**src/sv/afx_pkg.sv**
```systemverilog
package afx_pkg;

	localparam int FRAC_BITS = 24;
	localparam int MAX_STEPS = 24;
	localparam int ZW = 27;
	localparam int TW = 29;
	localparam int AW = 16;
	localparam int RW = TW - 1 - (FRAC_BITS - 13);

	localparam logic signed [TW-1:0] PI_Q24 = 29'sd52707179;
	localparam logic signed [TW-1:0] TWO_PI_Q24 = 29'sd105414357;
	localparam logic signed [TW-1:0] ROUND_HALF = 29'sd1024;

	localparam logic [AW-1:0] ZERO_Q13 = 16'd0;
	localparam logic [AW-1:0] PI_Q13 = 16'd25736;
	localparam logic [AW-1:0] HALF_PI_Q13 = 16'd12868;
	localparam logic [AW-1:0] THREE_HALF_PI_Q13 = 16'd38604;
	localparam logic [RW-1:0] ANGLE_MAX_Q13 = RW'(51471);

	typedef struct packed {
		logic special;
		logic [AW-1:0] fixed_angle;
		logic undef;
		logic x_pos;
		logic y_pos;
		logic y_neg;
		logic base_pi;
	} side_t;

	function automatic logic signed [ZW-1:0] atan_q24(input int idx);
		logic signed [ZW-1:0] v;
		case (idx)
			0: v = 27'sd13176795;
			1: v = 27'sd7778716;
			2: v = 27'sd4110060;
			3: v = 27'sd2086331;
			4: v = 27'sd1047214;
			5: v = 27'sd524117;
			6: v = 27'sd262123;
			7: v = 27'sd131069;
			8: v = 27'sd65536;
			9: v = 27'sd32768;
			10: v = 27'sd16384;
			11: v = 27'sd8192;
			12: v = 27'sd4096;
			13: v = 27'sd2048;
			14: v = 27'sd1024;
			15: v = 27'sd512;
			16: v = 27'sd256;
			17: v = 27'sd128;
			18: v = 27'sd64;
			19: v = 27'sd32;
			20: v = 27'sd16;
			21: v = 27'sd8;
			22: v = 27'sd4;
			23: v = 27'sd2;
			default: v = '0;
		endcase
		return v;
	endfunction

endpackage

```
**src/sv/afx_pre.sv**
```systemverilog
module afx_pre import afx_pkg::*; #(
	parameter int CW = 16,
	parameter int DW = 42
) (
	input  logic                 clk,
	input  logic                 arst_n,
	input  logic                 adv,
	input  logic                 in_vld,
	input  logic [CW-1:0]        x_in,
	input  logic [CW-1:0]        y_in,
	output logic                 out_vld,
	output logic signed [DW-1:0] x_out,
	output logic signed [DW-1:0] y_out,
	output logic signed [ZW-1:0] z_out,
	output side_t                side_out
);

	logic signed [DW-1:0] xe, ye, xr, yr;
	logic x_zero, y_zero;
	side_t side;
	logic vld_s1;
	logic signed [DW-1:0] x_s1, y_s1;
	side_t side_s1;

	always_comb begin
		xe = signed'({{(DW-CW){x_in[CW-1]}}, x_in}) <<< FRAC_BITS;
		ye = signed'({{(DW-CW){y_in[CW-1]}}, y_in}) <<< FRAC_BITS;
		if (x_in[CW-1]) begin
			xr = -xe;
			yr = -ye;
		end else begin
			xr = xe;
			yr = ye;
		end
		x_zero = (x_in == '0);
		y_zero = (y_in == '0);
		side.special = x_zero || y_zero;
		side.undef = x_zero && y_zero;
		side.x_pos = !x_in[CW-1] && !x_zero;
		side.y_pos = !y_in[CW-1] && !y_zero;
		side.y_neg = y_in[CW-1];
		side.base_pi = x_in[CW-1];
		if (x_zero && y_zero) begin
			side.fixed_angle = ZERO_Q13;
		end else if (y_zero) begin
			side.fixed_angle = x_in[CW-1] ? PI_Q13 : ZERO_Q13;
		end else if (y_in[CW-1]) begin
			side.fixed_angle = THREE_HALF_PI_Q13;
		end else begin
			side.fixed_angle = HALF_PI_Q13;
		end
	end

	always_ff @(posedge clk or negedge arst_n) begin
		if (!arst_n) begin
			vld_s1 <= 1'b0;
		end else if (adv) begin
			vld_s1 <= in_vld;
		end
	end

	always_ff @(posedge clk) begin
		if (adv) begin
			x_s1 <= xr;
			y_s1 <= yr;
			side_s1 <= side;
		end
	end

	assign out_vld = vld_s1;
	assign x_out = x_s1;
	assign y_out = y_s1;
	assign z_out = '0;
	assign side_out = side_s1;

endmodule

```
**src/sv/afx_step.sv**
```systemverilog
module afx_step import afx_pkg::*; #(
	parameter int DW = 42,
	parameter int IDX = 0
) (
	input  logic                 clk,
	input  logic                 arst_n,
	input  logic                 adv,
	input  logic                 in_vld,
	input  logic signed [DW-1:0] x_in,
	input  logic signed [DW-1:0] y_in,
	input  logic signed [ZW-1:0] z_in,
	input  side_t                side_in,
	output logic                 out_vld,
	output logic signed [DW-1:0] x_out,
	output logic signed [DW-1:0] y_out,
	output logic signed [ZW-1:0] z_out,
	output side_t                side_out
);

	localparam logic signed [ZW-1:0] ATAN = atan_q24(IDX);

	logic signed [DW-1:0] sx, sy, nx, ny;
	logic signed [ZW-1:0] nz;
	logic vld_s1;
	logic signed [DW-1:0] x_s1, y_s1;
	logic signed [ZW-1:0] z_s1;
	side_t side_s1;

	always_comb begin
		sx = x_in >>> IDX;
		sy = y_in >>> IDX;
		if (!y_in[DW-1]) begin
			nx = x_in + sy;
			ny = y_in - sx;
			nz = z_in + ATAN;
		end else begin
			nx = x_in - sy;
			ny = y_in + sx;
			nz = z_in - ATAN;
		end
	end

	always_ff @(posedge clk or negedge arst_n) begin
		if (!arst_n) begin
			vld_s1 <= 1'b0;
		end else if (adv) begin
			vld_s1 <= in_vld;
		end
	end

	always_ff @(posedge clk) begin
		if (adv) begin
			x_s1 <= nx;
			y_s1 <= ny;
			z_s1 <= nz;
			side_s1 <= side_in;
		end
	end

	assign out_vld = vld_s1;
	assign x_out = x_s1;
	assign y_out = y_s1;
	assign z_out = z_s1;
	assign side_out = side_s1;

endmodule

```
**src/sv/afx_post.sv**
```systemverilog
module afx_post import afx_pkg::*; (
	input  logic                 clk,
	input  logic                 arst_n,
	input  logic [1:0]           adv,
	input  logic                 in_vld,
	input  logic signed [ZW-1:0] z_in,
	input  side_t                side_in,
	output logic [1:0]           vld,
	output logic [AW-1:0]        angle,
	output logic                 undef
);

	logic signed [ZW-1:0] zg;
	logic signed [TW-1:0] tot;
	logic signed [TW-1:0] wrapped, rnd;
	logic [RW-1:0] q;
	logic [AW-1:0] ang;
	logic vld_s1, vld_s2;
	logic signed [TW-1:0] total_s1;
	side_t side_s1;
	logic [AW-1:0] angle_s2;
	logic undef_s2;

	always_comb begin
		zg = z_in;
		if (side_in.x_pos && side_in.y_pos && z_in[ZW-1]) begin
			zg = '0;
		end
		if (side_in.x_pos && side_in.y_neg && !z_in[ZW-1]) begin
			zg = '1;
		end
		tot = (side_in.base_pi ? PI_Q24 : '0) + TW'(zg);
	end

	always_comb begin
		wrapped = total_s1[TW-1] ? total_s1 + TWO_PI_Q24 : total_s1;
		if (wrapped[TW-1]) begin
			wrapped = '0;
		end
		rnd = wrapped + ROUND_HALF;
		q = rnd[TW-2:FRAC_BITS-13];
		if (q > ANGLE_MAX_Q13) begin
			ang = ANGLE_MAX_Q13[AW-1:0];
		end else begin
			ang = q[AW-1:0];
		end
		if (side_s1.special) begin
			ang = side_s1.fixed_angle;
		end
	end

	always_ff @(posedge clk or negedge arst_n) begin
		if (!arst_n) begin
			vld_s1 <= 1'b0;
			vld_s2 <= 1'b0;
		end else begin
			if (adv[0]) begin
				vld_s1 <= in_vld;
			end
			if (adv[1]) begin
				vld_s2 <= vld_s1;
			end
		end
	end

	always_ff @(posedge clk) begin
		if (adv[0]) begin
			total_s1 <= tot;
			side_s1 <= side_in;
		end
		if (adv[1]) begin
			angle_s2 <= ang;
			undef_s2 <= side_s1.undef;
		end
	end

	assign vld = {vld_s2, vld_s1};
	assign angle = angle_s2;
	assign undef = undef_s2;

endmodule

```
**src/sv/angle_from_xy.sv**
```systemverilog
// Polar angle of a signed 2-D vector, as unsigned Q3.13 radians in [0, 2*pi).
// The input channel carries x_coord and y_coord with in_valid and in_stall; the
// output channel carries angle and undefined with out_valid and out_stall.
// A transaction completes on a rising edge where valid is high and stall is low.
// The zero vector gives angle 0 with undefined set; points on an axis get exact
// constants, and all others go through one CORDIC vectoring step per stage.
// The pipeline has one input stage that folds the left half plane over,
// ITERATIONS rotation stages, and two stages that fix the quadrant, round and
// saturate. Steps beyond 24 are not built.
// One transaction per cycle without output stall; each stage is one adder row.
// Each stage holds a valid bit and loads when it is empty or the stage after it
// loads, so a stalled output freezes only the full stages behind it and bubbles
// are squeezed out; in_stall rises when all stages are full and output stalls.
// Reset clears all valid bits; the pipeline is empty and out_valid is low.
module angle_from_xy import afx_pkg::*; #(
	parameter int ITERATIONS = 16,
	parameter int COORD_WIDTH = 16
) (
	input  logic                   clk,
	input  logic                   arst_n,
	input  logic                   in_valid,
	output logic                   in_stall,
	input  logic [COORD_WIDTH-1:0] x_coord,
	input  logic [COORD_WIDTH-1:0] y_coord,
	output logic                   out_valid,
	input  logic                   out_stall,
	output logic [AW-1:0]          angle,
	output logic                   undefined
);

	localparam int NSTEP = (ITERATIONS > MAX_STEPS) ? MAX_STEPS : ITERATIONS;
	localparam int DW = COORD_WIDTH + FRAC_BITS + 2;
	localparam int NS = NSTEP + 3;

	logic [NS:0] adv;
	logic [NSTEP:0] vld;
	logic [1:0] post_vld;
	logic signed [DW-1:0] xs [NSTEP+1];
	logic signed [DW-1:0] ys [NSTEP+1];
	logic signed [ZW-1:0] zs [NSTEP+1];
	side_t sides [NSTEP+1];

	always_comb begin
		adv[NS] = !out_stall;
		for (int k = NS - 1; k >= 0; k--) begin
			if (k <= NSTEP) begin
				adv[k] = !vld[k] || adv[k+1];
			end else begin
				adv[k] = !post_vld[k-NSTEP-1] || adv[k+1];
			end
		end
	end

	assign in_stall = !adv[0];

	afx_pre #(
		.CW(COORD_WIDTH),
		.DW(DW)
	) u_pre (
		.clk(clk),
		.arst_n(arst_n),
		.adv(adv[0]),
		.in_vld(in_valid),
		.x_in(x_coord),
		.y_in(y_coord),
		.out_vld(vld[0]),
		.x_out(xs[0]),
		.y_out(ys[0]),
		.z_out(zs[0]),
		.side_out(sides[0])
	);

	for (genvar i = 0; i < NSTEP; i++) begin : g_step
		afx_step #(
			.DW(DW),
			.IDX(i)
		) u_step (
			.clk(clk),
			.arst_n(arst_n),
			.adv(adv[i+1]),
			.in_vld(vld[i]),
			.x_in(xs[i]),
			.y_in(ys[i]),
			.z_in(zs[i]),
			.side_in(sides[i]),
			.out_vld(vld[i+1]),
			.x_out(xs[i+1]),
			.y_out(ys[i+1]),
			.z_out(zs[i+1]),
			.side_out(sides[i+1])
		);
	end

	afx_post u_post (
		.clk(clk),
		.arst_n(arst_n),
		.adv(adv[NS-1:NS-2]),
		.in_vld(vld[NSTEP]),
		.z_in(zs[NSTEP]),
		.side_in(sides[NSTEP]),
		.vld(post_vld),
		.angle(angle),
		.undef(undefined)
	);

	assign out_valid = post_vld[1];

endmodule
```
**config.mk**
```make
export PLATFORM = sky130hd
export DESIGN_NAME = angle_from_xy
export DESIGN_NICKNAME = d
export VERILOG_FILES = /design/src/sv/afx_pkg.sv /design/src/sv/afx_pre.sv /design/src/sv/afx_step.sv /design/src/sv/afx_post.sv /design/src/sv/angle_from_xy.sv
export SDC_FILE = /design/constraint.sdc
export NUM_CORES = 2
export LEC_CHECK = 0
export ABC_AREA = 1
export BUFFER_PORTS_ARGS = -buffer_cell sky130_fd_sc_hd__buf_2
export CORE_AREA = 4 4 569 571
export CTS_CLUSTER_DIAMETER = 80
export CTS_CLUSTER_SIZE = 14
export DETAILED_ROUTE_END_ITERATION = 16
export DIE_AREA = 0 0 573 575
export HOLD_SLACK_MARGIN = 0.15
export SLEW_MARGIN = 10
export SYNTH_ARGS = -nofsm -noshare
export SYNTH_HDL_FRONTEND = slang
export SYNTH_SLANG_ARGS = --single-unit
```
**constraint.sdc**
```tcl
create_clock -name clk -period 18.2 [get_ports clk]
set_input_delay 0.91 -clock clk [delete_from_list [all_inputs] [get_ports clk]]
set_output_delay 0.91 -clock clk [all_outputs]
set_load 0.05 [all_outputs]
```
# Yosys cells after proc, flatten, opt, wreduce, memory -nomap -nowiden
# Cells that the tools add are included.
dict set report totals {
  output_inout_bits 19
  input_bits 36
  regBits 2191
}
dict set report op_classes {
  addsub 92
  mux 57
  reduce_logical 55
  order_cmp 1
}
# operator count
set op_table {}
lappend op_table {{$mux W42} 30}
lappend op_table {{$mux W27} 18}
lappend op_table {{$add A42 B29 Y42} 2}
lappend op_table {{$add A42 B30 Y42} 2}
lappend op_table {{$add A42 B31 Y42} 2}
lappend op_table {{$add A42 B32 Y42} 2}
lappend op_table {{$add A42 B33 Y42} 2}
lappend op_table {{$add A42 B34 Y42} 2}
lappend op_table {{$add A42 B35 Y42} 2}
lappend op_table {{$add A42 B36 Y42} 2}
lappend op_table {{$add A42 B37 Y42} 2}
lappend op_table {{$add A42 B38 Y42} 2}
lappend op_table {{$add A42 B39 Y42} 2}
lappend op_table {{$add A42 B40 Y42} 2}
lappend op_table {{$add A42 B41 Y42} 2}
lappend op_table {{$neg A40 Y42} 2}
lappend op_table {{$sub A42 B29 Y42} 2}
lappend op_table {{$sub A42 B30 Y42} 2}
lappend op_table {{$sub A42 B31 Y42} 2}
lappend op_table {{$sub A42 B32 Y42} 2}
lappend op_table {{$sub A42 B33 Y42} 2}
lappend op_table {{$sub A42 B34 Y42} 2}
lappend op_table {{$sub A42 B35 Y42} 2}
lappend op_table {{$sub A42 B36 Y42} 2}
lappend op_table {{other kinds (51)} 113}

# Longest topological paths before layout
dict set report logic_depth {
  depth_word 21
  depth_mapped 26
  mapped_depth_nobuf 26
}

# Hierarchy
# From an unflattened synthesis, not the netlist that was laid out.
dict set report hier_totals {
  hier_cells 34350
  area_unflattened_um2 228288.9
}
# module seq_area_each_um2 instances cells_each area_each_um2
set modules_own_cells {}
lappend modules_own_cells {{afx_step (g_step[0].u_step)} 3988.8 1 2511 15919.0}
lappend modules_own_cells {{afx_step (g_step[1].u_step)} 4018.9 1 2197 14381.3}
lappend modules_own_cells {{afx_step (g_step[2].u_step)} 4018.9 1 2231 14357.5}
lappend modules_own_cells {{afx_step (g_step[3].u_step)} 4018.9 1 2194 14184.9}
lappend modules_own_cells {{afx_step (g_step[6].u_step)} 4018.9 1 2191 14181.1}
lappend modules_own_cells {{afx_step (g_step[7].u_step)} 4018.9 1 2141 14152.3}
lappend modules_own_cells {{afx_step (g_step[5].u_step)} 4018.9 1 2171 14134.8}
lappend modules_own_cells {{afx_step (g_step[4].u_step)} 4018.9 1 2177 14131.1}
lappend modules_own_cells {{afx_step (g_step[14].u_step)} 4018.9 1 1960 13379.1}
lappend modules_own_cells {{afx_step (g_step[13].u_step)} 4018.9 1 1963 13320.3}
lappend modules_own_cells {{afx_step (g_step[10].u_step)} 4018.9 1 1915 13047.5}
lappend modules_own_cells {{afx_step (g_step[15].u_step)} 4018.9 1 1932 13040.0}
lappend modules_own_cells {{afx_step (g_step[8].u_step)} 4018.9 1 1913 13000.0}
lappend modules_own_cells {{afx_step (g_step[12].u_step)} 4018.9 1 1944 12977.4}
lappend modules_own_cells {{5 more rows} - - - -}

# Worst setup path after synthesis
# No wires, ideal clock.
dict set report synth_path {
  kind {input to output}
  startpoint {input out_stall}
  endpoint {output in_stall}
  arrival_ns 13.663
  required_ns 17.290
  cell_stages 22
  n_path_buf 0
  slack_ns 3.627
  cell_sequence {nand2_1 > nor2_1 > inv_1 > nor2_2 > inv_2 > nor2_2 > nand2_2 > nor2_4 > nand2_2 > nor2_4 > nand2_2 > nor2_4 > nand2_2 > nor2_4 > nand2_2 > nor2_4 > nand2_2 > nor2_4 > nand2_2 > nor2_4 > nand2_2 > inv_1}
}
dict set report synth_between {
  elab_chain_cells 21
}
# item line_no
set synth_rtl {}
lappend synth_rtl {{from (decl)} angle_from_xy.sv:26} ;# input logic out_stall,
lappend synth_rtl {{$logic_not A1 Y1} angle_from_xy.sv:44} ;# adv[NS] = !out_stall;
lappend synth_rtl {{$logic_or A1 B1 Y1 (2 in a row)} angle_from_xy.sv:49} ;# adv[k] = !post_vld[k-NSTEP-1] || adv[k+1];
lappend synth_rtl {{net adv[17]} angle_from_xy.sv:35} ;# logic [NS:0] adv;
lappend synth_rtl {{$logic_or A1 B1 Y1} angle_from_xy.sv:47} ;# adv[k] = !vld[k] || adv[k+1];
lappend synth_rtl {{net adv[16]} angle_from_xy.sv:35}
lappend synth_rtl {{$logic_or A1 B1 Y1 (2 in a row)} angle_from_xy.sv:47}
lappend synth_rtl {{net adv[14]} angle_from_xy.sv:35}
lappend synth_rtl {{$logic_or A1 B1 Y1 (2 in a row)} angle_from_xy.sv:47}
lappend synth_rtl {{net adv[12]} angle_from_xy.sv:35}
lappend synth_rtl {{(+2 left out)} -}
lappend synth_rtl {{net adv[10]} angle_from_xy.sv:35}
lappend synth_rtl {{(+2 left out)} -}
lappend synth_rtl {{net adv[8]} angle_from_xy.sv:35}
lappend synth_rtl {{$logic_or A1 B1 Y1 (2 in a row)} angle_from_xy.sv:47}
lappend synth_rtl {{net adv[6]} angle_from_xy.sv:35}
lappend synth_rtl {{$logic_or A1 B1 Y1 (2 in a row)} angle_from_xy.sv:47}
lappend synth_rtl {{net adv[4]} angle_from_xy.sv:35}
lappend synth_rtl {{$logic_or A1 B1 Y1 (2 in a row)} angle_from_xy.sv:47}
lappend synth_rtl {{net adv[2]} angle_from_xy.sv:35}
lappend synth_rtl {{$logic_or A1 B1 Y1 (2 in a row)} angle_from_xy.sv:47}
lappend synth_rtl {{$logic_not A1 Y1} angle_from_xy.sv:54} ;# assign in_stall = !adv[0];
lappend synth_rtl {{to (decl)} angle_from_xy.sv:22} ;# output logic in_stall,
# The timed path passes the listed nets, and every way through them passes these cells.

# Worst setup path in the final report
dict set report layout_path {
  startpoint {register u_post.vld_s2}
  endpoint {output in_stall}
}
dict set report layout_between {
  elab_chain_cells 21
}
# item line_no
set layout_rtl {}
lappend layout_rtl {{from (decl)} afx_post.sv:18} ;# logic vld_s1, vld_s2;
lappend layout_rtl {{from (signal assigned)} afx_post.sv:61} ;# vld_s2 <= vld_s1;
lappend layout_rtl {{$logic_not A1 Y1} angle_from_xy.sv:49}
lappend layout_rtl {{$logic_or A1 B1 Y1} angle_from_xy.sv:49}
lappend layout_rtl {{net adv[18]} angle_from_xy.sv:35}
lappend layout_rtl {{$logic_or A1 B1 Y1} angle_from_xy.sv:49}
lappend layout_rtl {{net adv[17]} angle_from_xy.sv:35}
lappend layout_rtl {{$logic_or A1 B1 Y1} angle_from_xy.sv:47}
lappend layout_rtl {{net adv[16]} angle_from_xy.sv:35}
lappend layout_rtl {{$logic_or A1 B1 Y1 (2 in a row)} angle_from_xy.sv:47}
lappend layout_rtl {{net adv[14]} angle_from_xy.sv:35}
lappend layout_rtl {{(+2 left out)} -}
lappend layout_rtl {{net adv[12]} angle_from_xy.sv:35}
lappend layout_rtl {{(+2 left out)} -}
lappend layout_rtl {{net adv[10]} angle_from_xy.sv:35}
lappend layout_rtl {{(+2 left out)} -}
lappend layout_rtl {{net adv[8]} angle_from_xy.sv:35}
lappend layout_rtl {{$logic_or A1 B1 Y1 (2 in a row)} angle_from_xy.sv:47}
lappend layout_rtl {{net adv[6]} angle_from_xy.sv:35}
lappend layout_rtl {{$logic_or A1 B1 Y1 (2 in a row)} angle_from_xy.sv:47}
lappend layout_rtl {{net adv[4]} angle_from_xy.sv:35}
lappend layout_rtl {{$logic_or A1 B1 Y1 (2 in a row)} angle_from_xy.sv:47}
lappend layout_rtl {{net adv[2]} angle_from_xy.sv:35}
lappend layout_rtl {{$logic_or A1 B1 Y1 (2 in a row)} angle_from_xy.sv:47}
lappend layout_rtl {{$logic_not A1 Y1} angle_from_xy.sv:54}
# The timed path passes the listed nets, and every way through them passes these cells.

==> flow_metrics.py <==
metrics = {
    "setup_path": {
        "critPathBufInv": 5,
        "r2r_cells": 22,
        "r2r_end": "u_pre.x_out[26]",
        "critPathKind": "register to output pin",
        "crit_family": "simple AND/OR/NAND/NOR gates",
        "path_cells": "nand2_1 > nor2_1 > inv_1 > buf_4 > nor2_2 > inv_2 > nor2_2 > nand2_4 > nor2_4 > nand2_8 > nor2_4 > nand2_4 > nor2_4 > nand2_4 > nor2_4 > nand2_4 > nor2_4 > nand2_4 > nor2_4 > nand2_4 > nor2_4 > nand2_2 > inv_1 > buf_2",
        "cp.depth": 24,
        "critPathSlowestCell": "nand2_2",
        "arrival_ns": 8.15,
        "required_ns": 17.29,
        "critical_path.max_fanout": 76,
        "cp-end-kind": "output pin",
        "crit_path_frequent_cell": "nor2_4",
        "reg2reg_from": "u_post.vld_s2",
        "reg2reg_slack_ns": 11.01,
        "critPathMaxStageDelay_ns": 0.63,
        "start_kind": "register",
    },
    "drt": {
        "drtIter0Drc": 6116,
        "routed_wl_um": 343000,
        "dr.pass1.iters": 7,
        "drc": 0,
        "postRouteAntennaNets": 0,
        "num_vias": 100000,
        "routedWlPerCell_um": 17.8,
        "viasPerCell": 5.18,
    },
    "yosys": {
        "yosysTopAreaCell": "edfxtp_1",
        "syn_area_um2": 127000,
        "synth.most_common_cell": "nand2_1",
        "avgSynthCellArea_um2": 8.52,
        "ys_ff_latch": 1617,
        "ys.flop_type": "edfxtp_1",
        "synth_common_cells": "nand2_1 (2,221), inv_1 (1,893), nor2_1 (1,650)",
        "yosysWarnings": 0,
        "synth-edff-count": 1598,
        "synth_top_family_by_area": "simple AND/OR/NAND/NOR gates",
        "synth_area_leaders": "edfxtp_1 (38%), ha_1 (12%), xor2_1 (8.0%), nand2_1 (6.6%), a21oi_1 (5.9%)",
        "synthSimpleGateAreaFrac_pct": 16.5,
        "synth_top_area_share_pct": 37.8,
        "synth_cells": 14900,
        "synth_compound_area_share_pct": 13.5,
        "synth_fa_ha_area_share_pct": 12.8,
        "synthXorXnorAreaFrac_pct": 13.0,
        "syn_nets": 16200,
        "ys_async_sr_fraction_pct": 1.18,
        "yosysSeqAreaShare_pct": 38.1,
        "ys_types": 70,
        "synthMuxAreaShare_pct": 0.0158,
    },
    "floorplan": {
        "die_area_um2": 329000,
        "core_region_area_um2": 318000,
        "row_count": 207,
        "die_width_um": 573,
        "start_util_pct": 40.0,
        "ioPinCount": 55,
        "dieHeight_um": 575,
    },
    "clock_network": {
        "cts_sinks": 1617,
        "cts.path.max_buffers": 4,
        "clk_latency_ns": 0.86,
        "cts_max_level": 4,
        "cts.reportedPaths.clkPinSlew_ns": 0.06,
        "cts-resized-gates": 0,
        "root_buffer": "clkbuf_16",
        "cts_buffers": 160,
        "cts_tree": "done",
    },
    "global_routing": {
        "first_global_vias": 98100,
        "grtUsageTotal_pct": 20.2,
        "antenna_found_initial": 12,
        "grt_overflow_total": 0,
        "grt_max_degree": 77,
        "grt_pass1_wl_um": 537000,
    },
    "sta": {
        "fmax_mhz": 110,
        "tns_ns": 0,
        "finalSetupViolations": 0,
        "hold_viol_final": 0,
        "period_minus_slack_ns": 9.06,
        "rsz0062_at_grt": "no",
        "slew_violations": 0,
        "slew_headroom_pct": 12.0,
        "skew_ns": 0.0716,
        "min_period_over_period_pct": 49.8,
        "worst_pin_slew_ns": 1.31,
    },
    "cells_and_area": {
        "nFillCells": 31600,
        "num-nets-final": 16300,
        "drive_gt1_share_pct": 3.12,
        "area_growth_pct": 7.89,
    },
    "hold_path": {
        "worstHoldEndpoint": "u_pre.out_vld",
        "min_from": "in_valid",
        "holdPathStages": 2,
        "min_path_type": "input pin to register",
    },
    "run_status": {
        "status": "completed",
    },
    "place": {
        "hpwl_um": 284000,
        "numPortBuffers": 54,
        "place.gp.congestion": 0.983,
    },
    "run": {
        "maxCapViolations": 0,
    },
}
-- routing by layer --
metal  vias to the layer above  track usage [%]  wire length [um]
met5                         -                0                50
met4                         6             9.59             18900
li1                      51300                -                 -
met2                      1848             36.7            170000
met1                     46000             23.6            143000
met3                       724             2.22             11300
-- cell type report --
| cell class | count | area, um2 | share of cell area (%) |
|---|---|---|---|
| multi-input combinational | 11200 | 70800 | 51.7 |
| sequential | 1617 | 48500 | 35.4 |
| inverter | 1913 | 7190 | 5.25 |
| tap | 4180 | 5230 | 3.82 |
| clock buffer | 194 | 4200 | 3.06 |
| timing repair buffer | 107 | 671 | 0.489 |
| clock inverter | 50 | 470 | 0.343 |
| antenna | 21 | 52.6 | 0.0383 |
-- worst register-to-register path, delay by kind of cell (launching register included) --
family        cells  cell delay [ns]
flops             1             0.34
simple gates     19             5.67
buf+inv           3             0.65
-- placed cells by master (no fill, tap or decap), types with 57 or more instances in the layout --
cell type,n
a21oi_1,1494
edfxtp_1,1598
nor4_1,92
o31ai_1,79
nand4_1,157
ha_1,1238
clkbuf_16,163
nand3_1,400
o21a_1,108
inv_1,1886
xor2_1,1156
o21ai_0,764
nor3_1,301
nor2_1,1650
nand2_1,2221
o21bai_1,57
xnor2_1,722
a31oi_1,281
-- registers in the layout, summed over array words and instances (netlist names) --
| signal | flops |
|---|---|
| g_step.u_step.y_out | 477 |
| g_step.u_step.x_out | 455 |
| g_step.u_step.z_out | 390 |
| g_step.u_step.side_out | 176 |
| u_post.total_s1 | 29 |
| u_pre.x_out | 18 |
| u_pre.y_out | 18 |
| g_step.u_step.out_vld | 16 |
| u_post.angle | 16 |
| u_pre.side_out | 11 |
| u_post.side_s1 | 7 |
| u_post.undef | 1 |
| u_post.vld_s1 | 1 |
| u_post.vld_s2 | 1 |
| u_pre.out_vld | 1 |
-- logic make-up after synthesis --
logic type	Yosys count
xor+xnor	1880
buf+inv	2074
other cells	1
fa+ha+maj	1276
flops	1617
mux	2
compound gates	3069
simple gates	4994
-- through the flow --
stage / area (um2) / hold WS, ns / setup WS (ns) / util [%] / std cells
4_1_cts: 137000 / 0.201 / 8.79 / 43.1 / 19300
3_5_place_dp: 132000 / 0.405 / 9.06 / 41.6 / 19000
6_report: 137000 / 0.268 / 9.14 / 43.1 / 19300
3_3_place_gp: 132000 / 0.400 / 9.12 / 41.6 / 19000
5_1_grt: 137000 / 0.222 / 8.21 / 43.1 / 19300
2_1_floorplan: 127000 / 0.400 / 3.63 / - / 14900
-- worst max-delay path by stage --
stage | end | start | slack (ns)
global placement | in_stall | out_stall | 9.12
floorplan | in_stall | out_stall | 3.63
CTS | in_stall | u_post.vld_s2 | 8.79
global route | in_stall | u_post.vld_s2 | 8.21
detailed placement | in_stall | out_stall | 9.06
finish | in_stall | u_post.vld_s2 | 9.14
-- timing repair --
| action | in CTS | in global routing |
|---|---|---|
| endpoints found under the setup margin | 0 | 0 |
| buffers inserted | 0 | 0 |
| hold buffers | 1 | 0 |
| endpoints found under the hold margin | 19 | 0 |
Power is left out: the tool's default activity adds up to more than one toggle a clock period on the data nets, which glitch-free logic cannot reach.
